<file path="src/sv/contact_detector_dwell_hysteresis_defines.svh">
// Assertion macros for the contact detector.
`ifndef CONTACT_DETECTOR_DWELL_HYSTERESIS_DEFINES_SVH
`define CONTACT_DETECTOR_DWELL_HYSTERESIS_DEFINES_SVH

// same-cycle implication, disabled during reset
`define CDH_ASSERT_SAME(label, clk, rst_n, ante, cons, msg) \
    label: assert property (@(posedge clk) disable iff (!(rst_n)) (ante) |-> (cons)) \
        else $error(msg);

// next-cycle implication, disabled during reset
`define CDH_ASSERT_NEXT(label, clk, rst_n, ante, cons, msg) \
    label: assert property (@(posedge clk) disable iff (!(rst_n)) (ante) |=> (cons)) \
        else $error(msg);

`endif

</file>
<file path="src/sv/cdh_pkg.sv">
// Shared types and constants for the contact detector.
package cdh_pkg;

    localparam int ACCUM_W   = 25;
    localparam int LIMIT_W   = 24;
    localparam int COORD_W   = 16;
    localparam int FTIME_W   = 20;
    localparam int DT_W      = 17;
    localparam int PADDR_W   = 5;
    localparam int PDATA_W   = 32;

    localparam logic [DT_W-1:0] DT_CLAMP_US = DT_W'(100000);

    typedef enum logic [2:0] {
        REG_ACQ_HEIGHT   = 3'd0,
        REG_ACQ_PLANAR   = 3'd1,
        REG_ACQ_UP       = 3'd2,
        REG_REL_HEIGHT   = 3'd3,
        REG_REL_PLANAR   = 3'd4,
        REG_REL_UP       = 3'd5,
        REG_ENTER_LIMIT  = 3'd6,
        REG_EXIT_LIMIT   = 3'd7
    } reg_idx_t;

    typedef struct packed {
        logic signed [COORD_W-1:0] acquire_height;
        logic signed [COORD_W-1:0] acquire_planar_speed;
        logic signed [COORD_W-1:0] acquire_up_speed;
        logic signed [COORD_W-1:0] release_height;
        logic signed [COORD_W-1:0] release_planar_speed;
        logic signed [COORD_W-1:0] release_up_speed;
        logic        [LIMIT_W-1:0] enter_dwell_limit;
        logic        [LIMIT_W-1:0] exit_dwell_limit;
    } cfg_t;

    typedef struct packed {
        logic advance;      // request moves from input to result register
        logic frozen;       // request leaves state untouched
        logic contact;
        logic enter_zero;
        logic exit_zero;
    } status_t;

endpackage

</file>
<file path="src/sv/cdh_regs.sv">
// APB configuration register file for the contact detector.
module cdh_regs (
    input  logic                         aclk,
    input  logic                         aresetn,
    input  logic                         psel,
    input  logic                         penable,
    input  logic                         pwrite,
    input  logic [cdh_pkg::PADDR_W-1:0]  paddr,
    input  logic [cdh_pkg::PDATA_W-1:0]  pwdata,
    output logic [cdh_pkg::PDATA_W-1:0]  prdata,
    output logic                         pready,
    output cdh_pkg::cfg_t                cfg
);
    import cdh_pkg::*;

    cfg_t     cfg_reg;
    logic     wr_en;
    reg_idx_t idx;

    assign pready = 1'b1;
    assign wr_en  = psel && penable && pwrite;
    assign idx    = reg_idx_t'(paddr[4:2]);
    assign cfg    = cfg_reg;

    always_ff @(posedge aclk) begin
        if (!aresetn) begin
            cfg_reg.acquire_height       <= 16'sd80;
            cfg_reg.acquire_planar_speed <= 16'sd320;
            cfg_reg.acquire_up_speed     <= 16'sd160;
            cfg_reg.release_height       <= 16'sd128;
            cfg_reg.release_planar_speed <= 16'sd640;
            cfg_reg.release_up_speed     <= 16'sd320;
            cfg_reg.enter_dwell_limit    <= 24'd50000;
            cfg_reg.exit_dwell_limit     <= 24'd50000;
        end else if (wr_en) begin
            unique case (idx)
                REG_ACQ_HEIGHT:  cfg_reg.acquire_height       <= pwdata[COORD_W-1:0];
                REG_ACQ_PLANAR:  cfg_reg.acquire_planar_speed <= pwdata[COORD_W-1:0];
                REG_ACQ_UP:      cfg_reg.acquire_up_speed     <= pwdata[COORD_W-1:0];
                REG_REL_HEIGHT:  cfg_reg.release_height       <= pwdata[COORD_W-1:0];
                REG_REL_PLANAR:  cfg_reg.release_planar_speed <= pwdata[COORD_W-1:0];
                REG_REL_UP:      cfg_reg.release_up_speed     <= pwdata[COORD_W-1:0];
                REG_ENTER_LIMIT: cfg_reg.enter_dwell_limit    <= pwdata[LIMIT_W-1:0];
                REG_EXIT_LIMIT:  cfg_reg.exit_dwell_limit     <= pwdata[LIMIT_W-1:0];
                default: ;
            endcase
        end
    end

    always_comb begin
        unique case (idx)
            REG_ACQ_HEIGHT:  prdata = PDATA_W'(cfg_reg.acquire_height);
            REG_ACQ_PLANAR:  prdata = PDATA_W'(cfg_reg.acquire_planar_speed);
            REG_ACQ_UP:      prdata = PDATA_W'(cfg_reg.acquire_up_speed);
            REG_REL_HEIGHT:  prdata = PDATA_W'(cfg_reg.release_height);
            REG_REL_PLANAR:  prdata = PDATA_W'(cfg_reg.release_planar_speed);
            REG_REL_UP:      prdata = PDATA_W'(cfg_reg.release_up_speed);
            REG_ENTER_LIMIT: prdata = {8'd0, cfg_reg.enter_dwell_limit};
            REG_EXIT_LIMIT:  prdata = {8'd0, cfg_reg.exit_dwell_limit};
            default:         prdata = '0;
        endcase
    end

endmodule

</file>
<file path="src/sv/cdh_core.sv">
// Input register, dwell/contact update and result register.
module cdh_core (
    input  logic                                 aclk,
    input  logic                                 aresetn,
    input  cdh_pkg::cfg_t                        cfg,
    input  logic                                 s_valid,
    output logic                                 s_ready,
    input  logic signed [cdh_pkg::COORD_W-1:0]   s_height,
    input  logic signed [cdh_pkg::COORD_W-1:0]   s_planar_speed,
    input  logic signed [cdh_pkg::COORD_W-1:0]   s_up_speed,
    input  logic                                 s_trusted,
    input  logic        [cdh_pkg::FTIME_W-1:0]   s_frame_time_us,
    output logic                                 m_valid,
    input  logic                                 m_ready,
    output logic                                 m_contact,
    output cdh_pkg::status_t                     status
);
    import cdh_pkg::*;

    // input stage
    logic                      in_valid_reg;
    logic signed [COORD_W-1:0] height_reg;
    logic signed [COORD_W-1:0] planar_reg;
    logic signed [COORD_W-1:0] up_reg;
    logic                      trusted_reg;
    logic        [FTIME_W-1:0] ftime_reg;

    // detector state
    logic               contact_reg, contact_next;
    logic [ACCUM_W-1:0] enter_reg, enter_next;
    logic [ACCUM_W-1:0] exit_reg, exit_next;

    // result stage
    logic out_valid_reg;
    logic out_contact_reg;

    logic               advance;
    logic               live;
    logic [DT_W-1:0]    dt;
    logic               acquire_ok;
    logic               release_hit;
    logic [ACCUM_W:0]   sum;
    logic [ACCUM_W-1:0] sat;
    logic [ACCUM_W-1:0] base;
    logic [LIMIT_W-1:0] limit;
    logic               reached;

    assign advance = in_valid_reg && (!out_valid_reg || m_ready);
    assign s_ready = !in_valid_reg || advance;
    assign m_valid   = out_valid_reg;
    assign m_contact = out_contact_reg;

    always_comb begin
        live = trusted_reg && (ftime_reg != '0);
        dt   = (ftime_reg > FTIME_W'(DT_CLAMP_US)) ? DT_CLAMP_US : ftime_reg[DT_W-1:0];

        acquire_ok  = (height_reg <= cfg.acquire_height)
                   && (planar_reg <= cfg.acquire_planar_speed)
                   && (up_reg     <= cfg.acquire_up_speed);
        release_hit = (height_reg >= cfg.release_height)
                   || (planar_reg >= cfg.release_planar_speed)
                   || (up_reg     >= cfg.release_up_speed);

        // one shared saturating adder; which dwell it serves follows the flag
        base  = contact_reg ? exit_reg : enter_reg;
        limit = contact_reg ? cfg.exit_dwell_limit : cfg.enter_dwell_limit;
        sum   = {1'b0, base} + (ACCUM_W+1)'(dt);
        sat   = sum[ACCUM_W] ? '1 : sum[ACCUM_W-1:0];
        reached = sat >= ACCUM_W'(limit);

        contact_next = contact_reg;
        enter_next   = enter_reg;
        exit_next    = exit_reg;
        if (live) begin
            if (!contact_reg) begin
                if (acquire_ok) begin
                    if (reached) begin
                        contact_next = 1'b1;
                        enter_next   = '0;
                        exit_next    = '0;
                    end else begin
                        enter_next = sat;
                    end
                end else begin
                    enter_next = '0;
                end
            end else begin
                if (release_hit) begin
                    if (reached) begin
                        contact_next = 1'b0;
                        enter_next   = '0;
                        exit_next    = '0;
                    end else begin
                        exit_next = sat;
                    end
                end else begin
                    exit_next = '0;
                end
            end
        end
    end

    always_ff @(posedge aclk) begin
        if (!aresetn) begin
            in_valid_reg    <= 1'b0;
            out_valid_reg   <= 1'b0;
            contact_reg     <= 1'b0;
            enter_reg       <= '0;
            exit_reg        <= '0;
        end else begin
            if (s_ready) begin
                in_valid_reg <= s_valid;
            end
            if (advance) begin
                out_valid_reg <= 1'b1;
                contact_reg   <= contact_next;
                enter_reg     <= enter_next;
                exit_reg      <= exit_next;
            end else if (m_ready) begin
                out_valid_reg <= 1'b0;
            end
        end
    end

    always_ff @(posedge aclk) begin
        if (s_valid && s_ready) begin
            height_reg  <= s_height;
            planar_reg  <= s_planar_speed;
            up_reg      <= s_up_speed;
            trusted_reg <= s_trusted;
            ftime_reg   <= s_frame_time_us;
        end
        if (advance) begin
            out_contact_reg <= contact_next;
        end
    end

    assign status.advance    = advance;
    assign status.frozen     = !live;
    assign status.contact    = contact_reg;
    assign status.enter_zero = (enter_reg == '0);
    assign status.exit_zero  = (exit_reg == '0);

endmodule

</file>
<file path="src/sv/contact_detector_dwell_hysteresis.sv">
// Top level of the contact detector with hysteresis and dwell timers.
//
//   channel   direction  handshake          payload
//   s_*       in         s_valid / s_ready  height, planar_speed, up_speed, trusted, frame_time_us
//   m_*       out        m_valid / m_ready  contact
//   apb       in         psel/penable       8 config registers at 4*i
//
// One request per cycle sustained while m_ready stays high; an accepted request passes the
// input register and then the result register, which drives m_valid.
// The state update is a single pass of compares and one saturating adder between
// the input register and the result register.
// A stalled result holds; a new request still enters while the input register is free.
// Reset (aresetn low, synchronous) clears contact, both dwells and the handshake state.
`include "contact_detector_dwell_hysteresis_defines.svh"

module contact_detector_dwell_hysteresis (
    input  logic                                 aclk,
    input  logic                                 aresetn,
    input  logic                                 psel,
    input  logic                                 penable,
    input  logic                                 pwrite,
    input  logic [cdh_pkg::PADDR_W-1:0]          paddr,
    input  logic [cdh_pkg::PDATA_W-1:0]          pwdata,
    output logic [cdh_pkg::PDATA_W-1:0]          prdata,
    output logic                                 pready,
    input  logic                                 s_valid,
    output logic                                 s_ready,
    input  logic signed [cdh_pkg::COORD_W-1:0]   s_height,
    input  logic signed [cdh_pkg::COORD_W-1:0]   s_planar_speed,
    input  logic signed [cdh_pkg::COORD_W-1:0]   s_up_speed,
    input  logic                                 s_trusted,
    input  logic        [cdh_pkg::FTIME_W-1:0]   s_frame_time_us,
    output logic                                 m_valid,
    input  logic                                 m_ready,
    output logic                                 m_contact
);
    import cdh_pkg::*;

    cfg_t    cfg;
    status_t status;

    cdh_regs u_regs (
        .aclk    (aclk),
        .aresetn (aresetn),
        .psel    (psel),
        .penable (penable),
        .pwrite  (pwrite),
        .paddr   (paddr),
        .pwdata  (pwdata),
        .prdata  (prdata),
        .pready  (pready),
        .cfg     (cfg)
    );

    cdh_core u_core (
        .aclk            (aclk),
        .aresetn         (aresetn),
        .cfg             (cfg),
        .s_valid         (s_valid),
        .s_ready         (s_ready),
        .s_height        (s_height),
        .s_planar_speed  (s_planar_speed),
        .s_up_speed      (s_up_speed),
        .s_trusted       (s_trusted),
        .s_frame_time_us (s_frame_time_us),
        .m_valid         (m_valid),
        .m_ready         (m_ready),
        .m_contact       (m_contact),
        .status          (status)
    );

    // enter dwell only runs out of contact, exit dwell only in contact
    `CDH_ASSERT_SAME(a_enter_idle_in_contact, aclk, aresetn, status.contact, status.enter_zero, "enter dwell non-zero while in contact")
    `CDH_ASSERT_SAME(a_exit_idle_out_contact, aclk, aresetn, !status.contact, status.exit_zero, "exit dwell non-zero while out of contact")
    // a frozen request must not move the flag
    `CDH_ASSERT_NEXT(a_frozen_holds, aclk, aresetn, status.advance && status.frozen, status.contact == $past(status.contact), "contact changed on a frozen request")
    // the delivered result mirrors the flag just computed
    `CDH_ASSERT_NEXT(a_result_matches, aclk, aresetn, status.advance, m_valid && (m_contact == status.contact), "result differs from contact state")

endmodule
</file>
<file path="config.mk">
export PLATFORM = sky130hd
export DESIGN_NAME = contact_detector_dwell_hysteresis
export DESIGN_NICKNAME = d
export VERILOG_FILES = /design/src/sv/cdh_pkg.sv /design/src/sv/cdh_regs.sv /design/src/sv/cdh_core.sv /design/src/sv/contact_detector_dwell_hysteresis.sv
export VERILOG_INCLUDE_DIRS = /design/src /design/src/sv
export SDC_FILE = /design/constraint.sdc
export NUM_CORES = 1
export LEC_CHECK = 0
export ABC_AREA = 1
export ABC_CLOCK_PERIOD_IN_PS = 7200
export BUFFER_PORTS_ARGS = -buffer_cell sky130_fd_sc_hd__buf_2
export CAP_MARGIN = 0
export CORE_MARGIN = 4
export CORE_UTILIZATION = 40
export CTS_BUF_LIST = sky130_fd_sc_hd__clkbuf_8
export DETAILED_ROUTE_END_ITERATION = 10
export PLACE_DENSITY = 0.59
export SETUP_SLACK_MARGIN = 0.3
export SYNTH_ARGS = -nofsm -noshare
export SYNTH_HDL_FRONTEND = slang
export SYNTH_HIERARCHICAL = 1
export SYNTH_SLANG_ARGS = --single-unit
</file>
<file path="constraint.sdc">
create_clock -name aclk -period 7.2 [get_ports aclk]
set_input_delay 1.44 -clock aclk [delete_from_list [all_inputs] [get_ports aclk]]
set_output_delay 1.44 -clock aclk [all_outputs]
set_load 0.02 [all_outputs]
</file>
==> results of run 1 <==
## stage by stage
step,worst slack (ns),cell area [µm²],hold WS (ns),utilization
2_1_floorplan,2.22,16800,0.429,-
3_3_place_gp,1.25,17400,0.440,0.424
3_5_place_dp,1.13,17400,0.443,0.424
4_1_cts,1.06,18500,0.456,0.449
5_1_grt,0.346,18500,0.499,0.449
6_report,1.02,18500,0.452,0.449
## report_power, final
part           internal (mW)  switching (mW)
logic                  0.170           0.380
registers               1.59          0.0345
clock network          0.835           0.701
total                   2.60            1.12
## placed cells by master (no fill, tap or decap), types with 3 or more instances in the layout
cell	count
o21a_1	3
o211ai_1	6
clkinvlp_4	4
nand2_2	10
nor4_1	6
inv_2	11
clkinv_1	17
or2_2	5
nand3_1	117
a31oi_1	8
xnor2_1	4
buf_2	136
bufinv_16	3
o21ai_1	4
buf_4	10
ha_1	137
clkinv_2	8
a21o_1	4
nand3_2	5
nor3_1	17
nand3b_1	3
nor2_4	18
o21ai_0	158
mux2i_1	23
inv_1	263
nand4_1	105
o21bai_1	9
a21oi_1	100
clkbuf_8	57
nor2_1	447
xor2_1	12
nand2_1	449
dfxtp_1	196
edfxtp_1	70
## metal layers
metal / global-route usage / vias to the layer above
li1: - / 7750
met1: 0.283 / 7171
met2: 0.382 / 561
met3: 0.0341 / 169
met4: 0.131 / 2
met5: 0 / -
## critical path, delay by kind of cell, from the launching register on
family          cells  cell delay (ns)
compound gates      6             1.66
buf+inv             4             0.94
simple gates       19             2.32
flops               1             0.42
fa+ha+maj           2             0.72
## layout make-up
class                           count  share of cell area
Multi-Input combinational cell   1669               0.484
Sequential cell                   267               0.327
Clock buffer                       57              0.0425
Clock inverter                     37              0.0132
Tap cell                          532              0.0360
Timing Repair Buffer              146              0.0409
Inverter                          273              0.0562
## final timing paths
check	startpoint	end
max	u_core/ftime_reg[11]	u_core/exit_reg[16]
min	u_core/exit_reg[24]	u_core/exit_reg[24]
max reg2reg	u_core/ftime_reg[11]	u_core/exit_reg[16]
min reg2reg	u_core/exit_reg[24]	u_core/exit_reg[24]
==> metrics.md, run 1 <==
| Metric | Value |
|---|---|
| Leakage power | `about 8.8 nW` |
| Max reg flops | `~140` |
| Worst EP required | `7.73 ns` |
| Status | `finished, final reports clean` |
| Detailed Routing Iterations Pass 1 | `5` |
| Critical path peak fanout | `approximately 50` |
| Top routing layer used | `met5` |
| Critical path class | `flip-flop to flip-flop` |
| Flop-to-flop setup slack | `roughly 1.0 ns` |
| Die ar. | `~45000 µm²` |
| Mapped Cells | `~2300` |
| IO Port Bufs | `~140` |
| Final setup violation count | `0` |
| Min Tclk post-route | `roughly 6.2 ns` |
| Clk slew on worst S/H paths | `approximately 0.06 ns` |
| Row count | `74` |
| Nets@finish | `~2700` |
| Post-Route WL | `around 52000 µm` |
| Global-route wire length before repair | `~80000 µm` |
| RSZ-0062 raised after global routing | `false` |
| Fillers | `about 4300` |
| Layout cells sized above 1 | `0.116` |
| CTS root buffer | `clkbuf_8` |
| Initial antenna violation count | `1` |
| Total core area | `approximately 41000 µm²` |
| Avg Synthesized Cell Area | `around 7.2 µm²` |
| Period utilisation layout | `0.858` |
| CTS resizes | `0` |
| Antenna viol nets, final | `0` |
| Die Y | `between 200 and 250 µm` |
| Least-Margin Pin Slew | `0.987 ns` |
| Max Cap Viol | `0` |
| Critical path's slowest cell | `o21ai_0` |
| Skew final | `roughly 0.014 ns` |
| Min-delay worst type | `flip-flop to flip-flop` |
| Drt wl/cell | `around 18 µm` |
| Ant diodes | `0` |
| Syn. warnings | `6` |
| CTS Buf Count | `50` |
| Critical Path Max Stage Delay | `0.65 ns` |
| Synth-to-layout area growth | `10.2%` |
| Pwr/cell area | `~200 nW/µm²` |
| Vias in the first global route | `15400` |
| Multi-input gate area | `just under 9000 µm²` |
| DR vias/cell | `between 5 and 6` |
| I/O pins | `about 150` |
| H-tree Lvls | `2` |
| Clock Sinks | `approximately 270` |
| Final setup TNS | `0 ns` |
| Non-Filler Instances | `roughly 3000` |
| Mapped Nets | `2587` |
| First DRT Iteration DRCs | `1159` |
| R2R cell count | `31` |
| Largest net degree at the start of global routing | `just under 100` |
| Hold path cells | `2` |
| Met2 wire len | `25100 µm` |
| Clock Latency Late Sink | `roughly 0.65 ns` |
| M1 wire length | `~21000 µm` |
| Slew Limit Fails | `0` |
| Critical path startpoint category | `flip-flop` |
| Dpl cells | `2887` |
| DRC viols | `0` |
| Bufs on Longest Clock Path | `3` |
| GR Overflow Total | `0` |
| RePlAce Congestion | `approximately 0.93` |
| Tot GR Track Use | `0.229` |
| Crit path top cell by count | `nand2_1` |
| Cell Area, Synth | `~17000 µm²` |
| CTS tree | `yes` |
| CP Data Arrival Time | `about 6.7 ns` |
| CTS Hold Bufs | `0` |
| Crit end category | `flip-flop` |
| Via count | `approximately 16000` |
| Die X | `approximately 210 µm` |
| Final hold violations | `0` |
| Routed wl met3 | `3060 µm` |
| Initial core utilization | `0.408` |
| Slew headroom | `0.342` |
| Setup Fix Bufs, Post-CTS | `0` |
| Fmax | `about 0.16 GHz` |
| Sequential cell area | `between 6000 and 7000 µm²` |
| Design Power | `around 3.7 mW` |
| Worst VDD drop | `approximately 170 µV` |
| HPWL reported at the end of detailed placement | `around 38000 µm` |
Note: power is estimated with default switching activity, not from simulation.
==> inputs of run 2 (changes only) <==
- CELL_PAD_IN_SITES_DETAIL_PLACEMENT: not set -> 1
- CELL_PAD_IN_SITES_GLOBAL_PLACEMENT: not set -> 1
- PLACE_DENSITY: 0.59 -> 0.76
- TNS_END_PERCENT: not set -> 5
==> run 2 against run 1 <==
  * Routed wire length up 13%
  * Power increased by 1.5%
  * Utilization rose by 0.064 points
  * Global-route usage rose by 3.1 points
  * Non-clock buffer count rose by 1
  * Worst setup slack got worse by 0.15 ns
  * Fmax is 2.4% lower
  * Critical path type unchanged
  * Critical endpoint is now u_core/enter_reg[10]
==> metrics.md, run 2 (synthesis results as in run 1) <==
| Metric | Value |
|---|---|
| RePlAce Congestion | `between 0.8 and 0.9` |
| Final setup violation count | `0` |
| CTS Buf Count | `51` |
| Die ar. | `~45000 µm²` |
| Max Cap Viol | `0` |
| Synth-to-layout area growth | `10.4%` |
| First DRT Iteration DRCs | `around 1100` |
| Internal power | `around 2.6 mW` |
| Setup Fix Bufs, Post-CTS | `0` |
| Worst EP required | `a little under 8 ns` |
| Worst reg2reg path endpoint | `u_core/enter_reg[10]` |
| Routed wl met3 | `2750 µm` |
| Crit path from | `u_core/ftime_reg[11]` |
| Critical path's slowest cell | `o21ai_0` |
| Register share of total power | `0.431` |
| Critical path class | `flip-flop to flip-flop` |
| Reg2Reg Launch Point | `u_core/ftime_reg[11]` |
| Clock Sinks | `between 200 and 300` |
| Leakage power | `about 8.9 nW` |
| Clock network power share | `0.415` |
| Via count | `16100` |
| Critical Path Max Stage Delay | `slightly below 0.6 ns` |
| Top routing layer used | `met4` |
| CP endpoint | `u_core/enter_reg[10]` |
| Net Sw Frac | `0.306` |
| Switching power total | `roughly 1.2 mW` |
| Crit path top cell by count | `nand2_1` |
| Row count | `74` |
| Initial antenna violation count | `0` |
| Die X | `213 µm` |
| Min Tclk post-route | `about 6.3 ns` |
| Clock Latency Late Sink | `approximately 0.66 ns` |
| Worst setup margin | `around 0.87 ns` |
| Min-delay worst type | `flip-flop to flip-flop` |
| CTS root buffer | `clkbuf_8` |
| Pre-CTS setup slack | `approximately 0.8 ns` |
| Clk slew on worst S/H paths | `~0.06 ns` |
| Tot GR Track Use | `0.260` |
| Flop-to-flop setup slack | `0.87 ns` |
| Antenna viol nets, final | `0` |
| Drt wl/cell | `~20 µm` |
| IO Port Bufs | `roughly 140` |
| Least-Margin Pin Slew | `roughly 0.84 ns` |
| CP Data Arrival Time | `6.87 ns` |
| Max reg flops | `~140` |
| Vias in the first global route | `roughly 17000` |
| Status | `finished, final reports clean` |
| HPWL reported at the end of detailed placement | `approximately 43000 µm` |
| Global-route wire length before repair | `roughly 92000 µm` |
| M1 wire length | `roughly 25000 µm` |
| Post-Route WL | `about 59000 µm` |
| Design Power | `between 3 and 4 mW` |
| Crit end category | `flip-flop` |
| R2R cell count | `33` |
| DRC viols | `0` |
| Comb pwr share | `0.153` |
| H-tree Lvls | `2` |
| Pwr/cell area | `204 nW/µm²` |
| DR vias/cell | `around 5.4` |
| I/O pins | `between 100 and 150` |
| GR Overflow Total | `0` |
| Met2 wire len | `28900 µm` |
| Critical path peak fanout | `49` |
| Critical path startpoint category | `flip-flop` |
| Layout cells sized above 1 | `0.115` |
| Largest net degree at the start of global routing | `82` |
| Slew headroom | `0.442` |
| Skew final | `0.0356 ns` |
| Initial core utilization | `0.408` |
| Fillers | `5334` |
| Leading cell type in the layout, fill and taps excluded | `nand2_1` |
| Worst VDD drop | `126 µV` |
| CTS tree | `yes` |
| Fmax | `0.158 GHz` |
| Total core area | `slightly above 40000 µm²` |
| Nets@finish | `between 2000 and 3000` |
| RSZ-0062 raised after global routing | `false` |
| Final setup TNS | `0 ns` |
| Ant diodes | `0` |
| CTS Hold Bufs | `0` |
| Detailed Routing Iterations Pass 1 | `5` |
| Most frequent cells in the layout | `449 x nand2_1, 447 x nor2_1, 279 x inv_1` |
| Period utilisation layout | `0.879` |
| Slew Limit Fails | `0` |
| Bufs on Longest Clock Path | `3` |
| Die Y | `213 µm` |
| Final hold violations | `0` |
==> run 2: cell count changes in the layout (fill, tap and decap cells not counted) <==
cell	previous run	this run
buf_4	10	11
bufinv_16	3	2
clkbuf_8	57	62
clkinv_1	17	3
clkinv_2	8	6
clkinvlp_4	4	0
inv_1	263	279
inv_12	0	1
inv_2	11	10
==> run 2: area by class of cell <==
type / instances / area [µm²] / share of cell area
sequential: 267 / 6050 / 0.327
multi-input combinational: 1669 / 8930 / 0.483
clock buffer: 62 / 853 / 0.0461
inverter: 273 / 1040 / 0.0560
timing repair buffer: 147 / 763 / 0.0413
tap: 532 / 666 / 0.0360
clock inverter: 32 / 196 / 0.0106
==> run 2: repair_timing <==
item | CTS | global route
resized for setup | 0 | 1
hold endpoints to repair | 0 | 0
endpoints found under the setup margin | 0 | 50
==> run 2: per-stage QoR <==
step                area (µm²)   util  hold WS (ns)  instances
floorplan                16800      -         0.429       2336
global placement         17400  0.424         0.439       2888
detailed placement       17400  0.424         0.447       2888
CTS                      18500  0.450         0.456       2982
global route             18500  0.450         0.474       2982
finish                   18500  0.450         0.455       2982
==> run 2: how the worst min path moves through the flow <==
stage	start	endpoint	slack, ns	cells past startpoint
detailed placement	u_core/exit_reg[24]	u_core/exit_reg[24]	0.45	2
finish	u_core/exit_reg[24]	u_core/exit_reg[24]	0.46	2
floorplan	u_core/exit_reg[24]	u_core/exit_reg[24]	0.43	2
CTS	u_core/exit_reg[24]	u_core/exit_reg[24]	0.46	2
global placement	u_core/exit_reg[24]	u_core/exit_reg[24]	0.44	2
global route	u_core/exit_reg[24]	u_core/exit_reg[24]	0.47	2
==> run 2: worst max-delay path: cells and delay by family (launching register included) <==
family / cells / cell delay (ns)
adders and majority gates: 2 / 0.69
and+or+nand+nor: 23 / 2.97
buffers and inverters: 4 / 0.96
AOI/OAI and AO/OA: 4 / 1.13
DFF: 1 / 0.42
==> run 2: power by group through the flow <==
| stage | Clock (mW) | Combinational (mW) | Sequential [mW] |
|---|---|---|---|
| 6_report | 1.56 | 0.578 | 1.63 |
| 5_1_grt | 1.68 | 0.643 | 1.63 |
| 4_1_cts | 1.61 | 0.575 | 1.63 |
| 3_5_place_dp | 0 | 0.571 | 1.66 |
| 3_3_place_gp | 0 | 0.547 | 1.66 |
| 2_1_floorplan | 0 | 0.412 | 1.64 |
==> run 2: per-layer routing <==
metal / up-vias / global-route usage
li1: 7751 / -
met1: 7801 / 0.325
met2: 405 / 0.450
met3: 130 / 0.0433
met4: 0 / 0.102
met5: - / 0
==> inputs of run 3 (changes only) <==
- CORE_UTILIZATION: 40 -> 39
- PLACE_DENSITY: 0.76 -> 0.77
==> run 3 against run 2 <==
  * Non-clock buffer count grew 4
  * First-iteration DRC count up 7.7%
  * Worst setup slack gained 0.20 ns
  * Sequential share of layout area grew 0.14 points
  * Via count shrank 0.93%
  * Largest cell class unchanged
  * Sequential power about the same
  * Register-to-register slack better by 0.20 ns
  * Worst hold slack worse by 0.0031 ns
  * Clock skew increased by 0.017 ns
==> metrics.md, run 3 (synthesis results as in run 1) <==
| Metric | Value |
|---|---|
| Status | `finished, final reports clean` |
| Crit end category | `flip-flop` |
| Synth-to-layout area growth | `9.90%` |
| Comb pwr share | `0.159` |
| Final hold violations | `0` |
| CTS Buf Count | `48` |
| RePlAce Congestion | `0.876` |
| Fmax | `0.163 GHz` |
| Clk slew on worst S/H paths | `0.06 ns` |
| Layout cells sized above 1 | `0.114` |
| Drt wl/cell | `around 20 µm` |
| Worst setup margin | `~1.1 ns` |
| Vias in the first global route | `~17000` |
| Initial antenna violation count | `0` |
| Die Y | `between 200 and 250 µm` |
| Worst VDD drop | `approximately 130 µV` |
| Crit path top cell by count | `nand2_1` |
| Total core area | `42200 µm²` |
| DRC viols | `0` |
| Internal power | `between 2 and 2.5 mW` |
| Least-Margin Pin Slew | `between 0.8 and 0.9 ns` |
| Slew Limit Fails | `0` |
| Slew headroom | `0.460` |
| Largest net degree at the start of global routing | `76` |
| Max reg flops | `144` |
| I/O pins | `around 150` |
| Post-Route WL | `~60000 µm` |
| Critical Path Max Stage Delay | `about 0.55 ns` |
| DP Area | `about 17000 µm²` |
| GR Overflow Total | `0` |
| Register share of total power | `0.449` |
| Die ar. | `46300 µm²` |
| Die X | `between 200 and 250 µm` |
| Pre-CTS setup slack | `about 1.0 ns` |
| RSZ-0062 raised after global routing | `false` |
| Nets@finish | `~2700` |
| Final setup violation count | `0` |
| Skew final | `0.0530 ns` |
| Global-route wire length before repair | `approximately 92000 µm` |
| Bufs on Longest Clock Path | `3` |
| Clock Latency Late Sink | `approximately 0.66 ns` |
| CTS Hold Bufs | `0` |
| Critical path peak fanout | `a little under 50` |
| Leading cell type in the layout, fill and taps excluded | `nand2_1` |
| Clock network power share | `0.392` |
| H-tree Lvls | `2` |
| CP Data Arrival Time | `~6.6 ns` |
| Period utilisation layout | `0.852` |
| Fin util | `0.436` |
| Final setup TNS | `0 ns` |
| Ant diodes | `0` |
| Initial core utilization | `0.397` |
| Antenna viol nets, final | `0` |
| CTS tree | `yes` |
| Critical path startpoint category | `flip-flop` |
| Most frequent cells in the layout | `450 x nand2_1, 447 x nor2_1, 275 x inv_1` |
| CTS root buffer | `clkbuf_8` |
| Min Tclk post-route | `6.13 ns` |
| Min-delay worst type | `flip-flop to flip-flop` |
| Via count | `between 15000 and 20000` |
| Tot GR Track Use | `0.247` |
| DR vias/cell | `~5.3` |
| Worst EP required | `between 7 and 8 ns` |
| Clock Sinks | `267` |
| Leakage power | `around 8.8 nW` |
| Detailed Routing Iterations Pass 1 | `5` |
| First DRT Iteration DRCs | `roughly 1200` |
| Row count | `75` |
| Final instance area | `~18000 µm²` |
| Critical path class | `flip-flop to flip-flop` |
| Critical path's slowest cell | `o21ai_0` |
| Max Cap Viol | `0` |
| IO Port Bufs | `137` |
| Switching power total | `between 1 and 1.5 mW` |
| Net Sw Frac | `0.312` |
| Pwr/cell area | `197 nW/µm²` |
| HPWL reported at the end of detailed placement | `around 43000 µm` |
-- run 3: cell types whose count changed in the layout (fill, tap and decap cells not counted), moves of 2 or more --
cell        previous run  this run
clkinv_1               3         6
inv_1                279       275
clkbuf_8              62        54
clkinvlp_4             0         2
buf_4                 11        14
-- run 3: layer usage --
| layer | vias to the layer above | routed length, µm | global-route usage |
|---|---|---|---|
| li1 | 7760 | - | - |
| met1 | 7695 | 25400 | 0.315 |
| met2 | 362 | 28200 | 0.427 |
| met3 | 120 | 2560 | 0.0360 |
| met4 | 0 | 2200 | 0.0880 |
| met5 | - | 0 | 0 |
-- run 3: per-stage QoR --
step / std cells / total power, mW / hold WS [ns]
floorplan: 2336 / 2.05 / 0.429
global placement: 2897 / 2.21 / 0.441
detailed placement: 2897 / 2.23 / 0.444
CTS: 2983 / 3.67 / 0.453
global route: 2985 / 3.82 / 0.483
finish: 2985 / 3.62 / 0.452
-- run 3: final cells by class --
type	count	area (µm²)
Multi-Input combinational cell	1669	8930
Fill cell	5418	23800
Clock inverter	32	174
Timing Repair Buffer	151	806
Tap cell	539	674
Inverter	273	1040
Sequential cell	267	6050
Clock buffer	54	743
-- run 3: power groups by stage --
stage	Sequential (mW)	Combinational [mW]	Clock (mW)
3_5_place_dp	1.66	0.574	0
2_1_floorplan	1.64	0.412	0
6_report	1.63	0.577	1.42
3_3_place_gp	1.66	0.550	0
5_1_grt	1.63	0.644	1.54
4_1_cts	1.63	0.578	1.47
-- run 3: worst max-delay path, delay by kind of cell, from the launching register on --
kind	cells	cell delay, ns
compound gates	6	1.55
flops	1	0.42
fa+ha+maj	2	0.70
simple gates	19	2.39
buf+inv	4	0.94
-- run 3: final timing paths --
check,to,cells after the start,start,slack [ns]
hold / removal,u_core/enter_reg[24],2,u_core/enter_reg[24],0.45
hold reg to reg,u_core/enter_reg[24],2,u_core/enter_reg[24],0.45
setup reg to reg,u_core/exit_reg[12],31,u_core/ftime_reg[11],1.07
setup / recovery,u_core/exit_reg[12],31,u_core/ftime_reg[11],1.07
-- run 3: repair_timing --
action                     4_1_cts  5_1_grt
gates resized for setup          0        1
setup buffers                    0        2
setup endpoints to repair        0       50
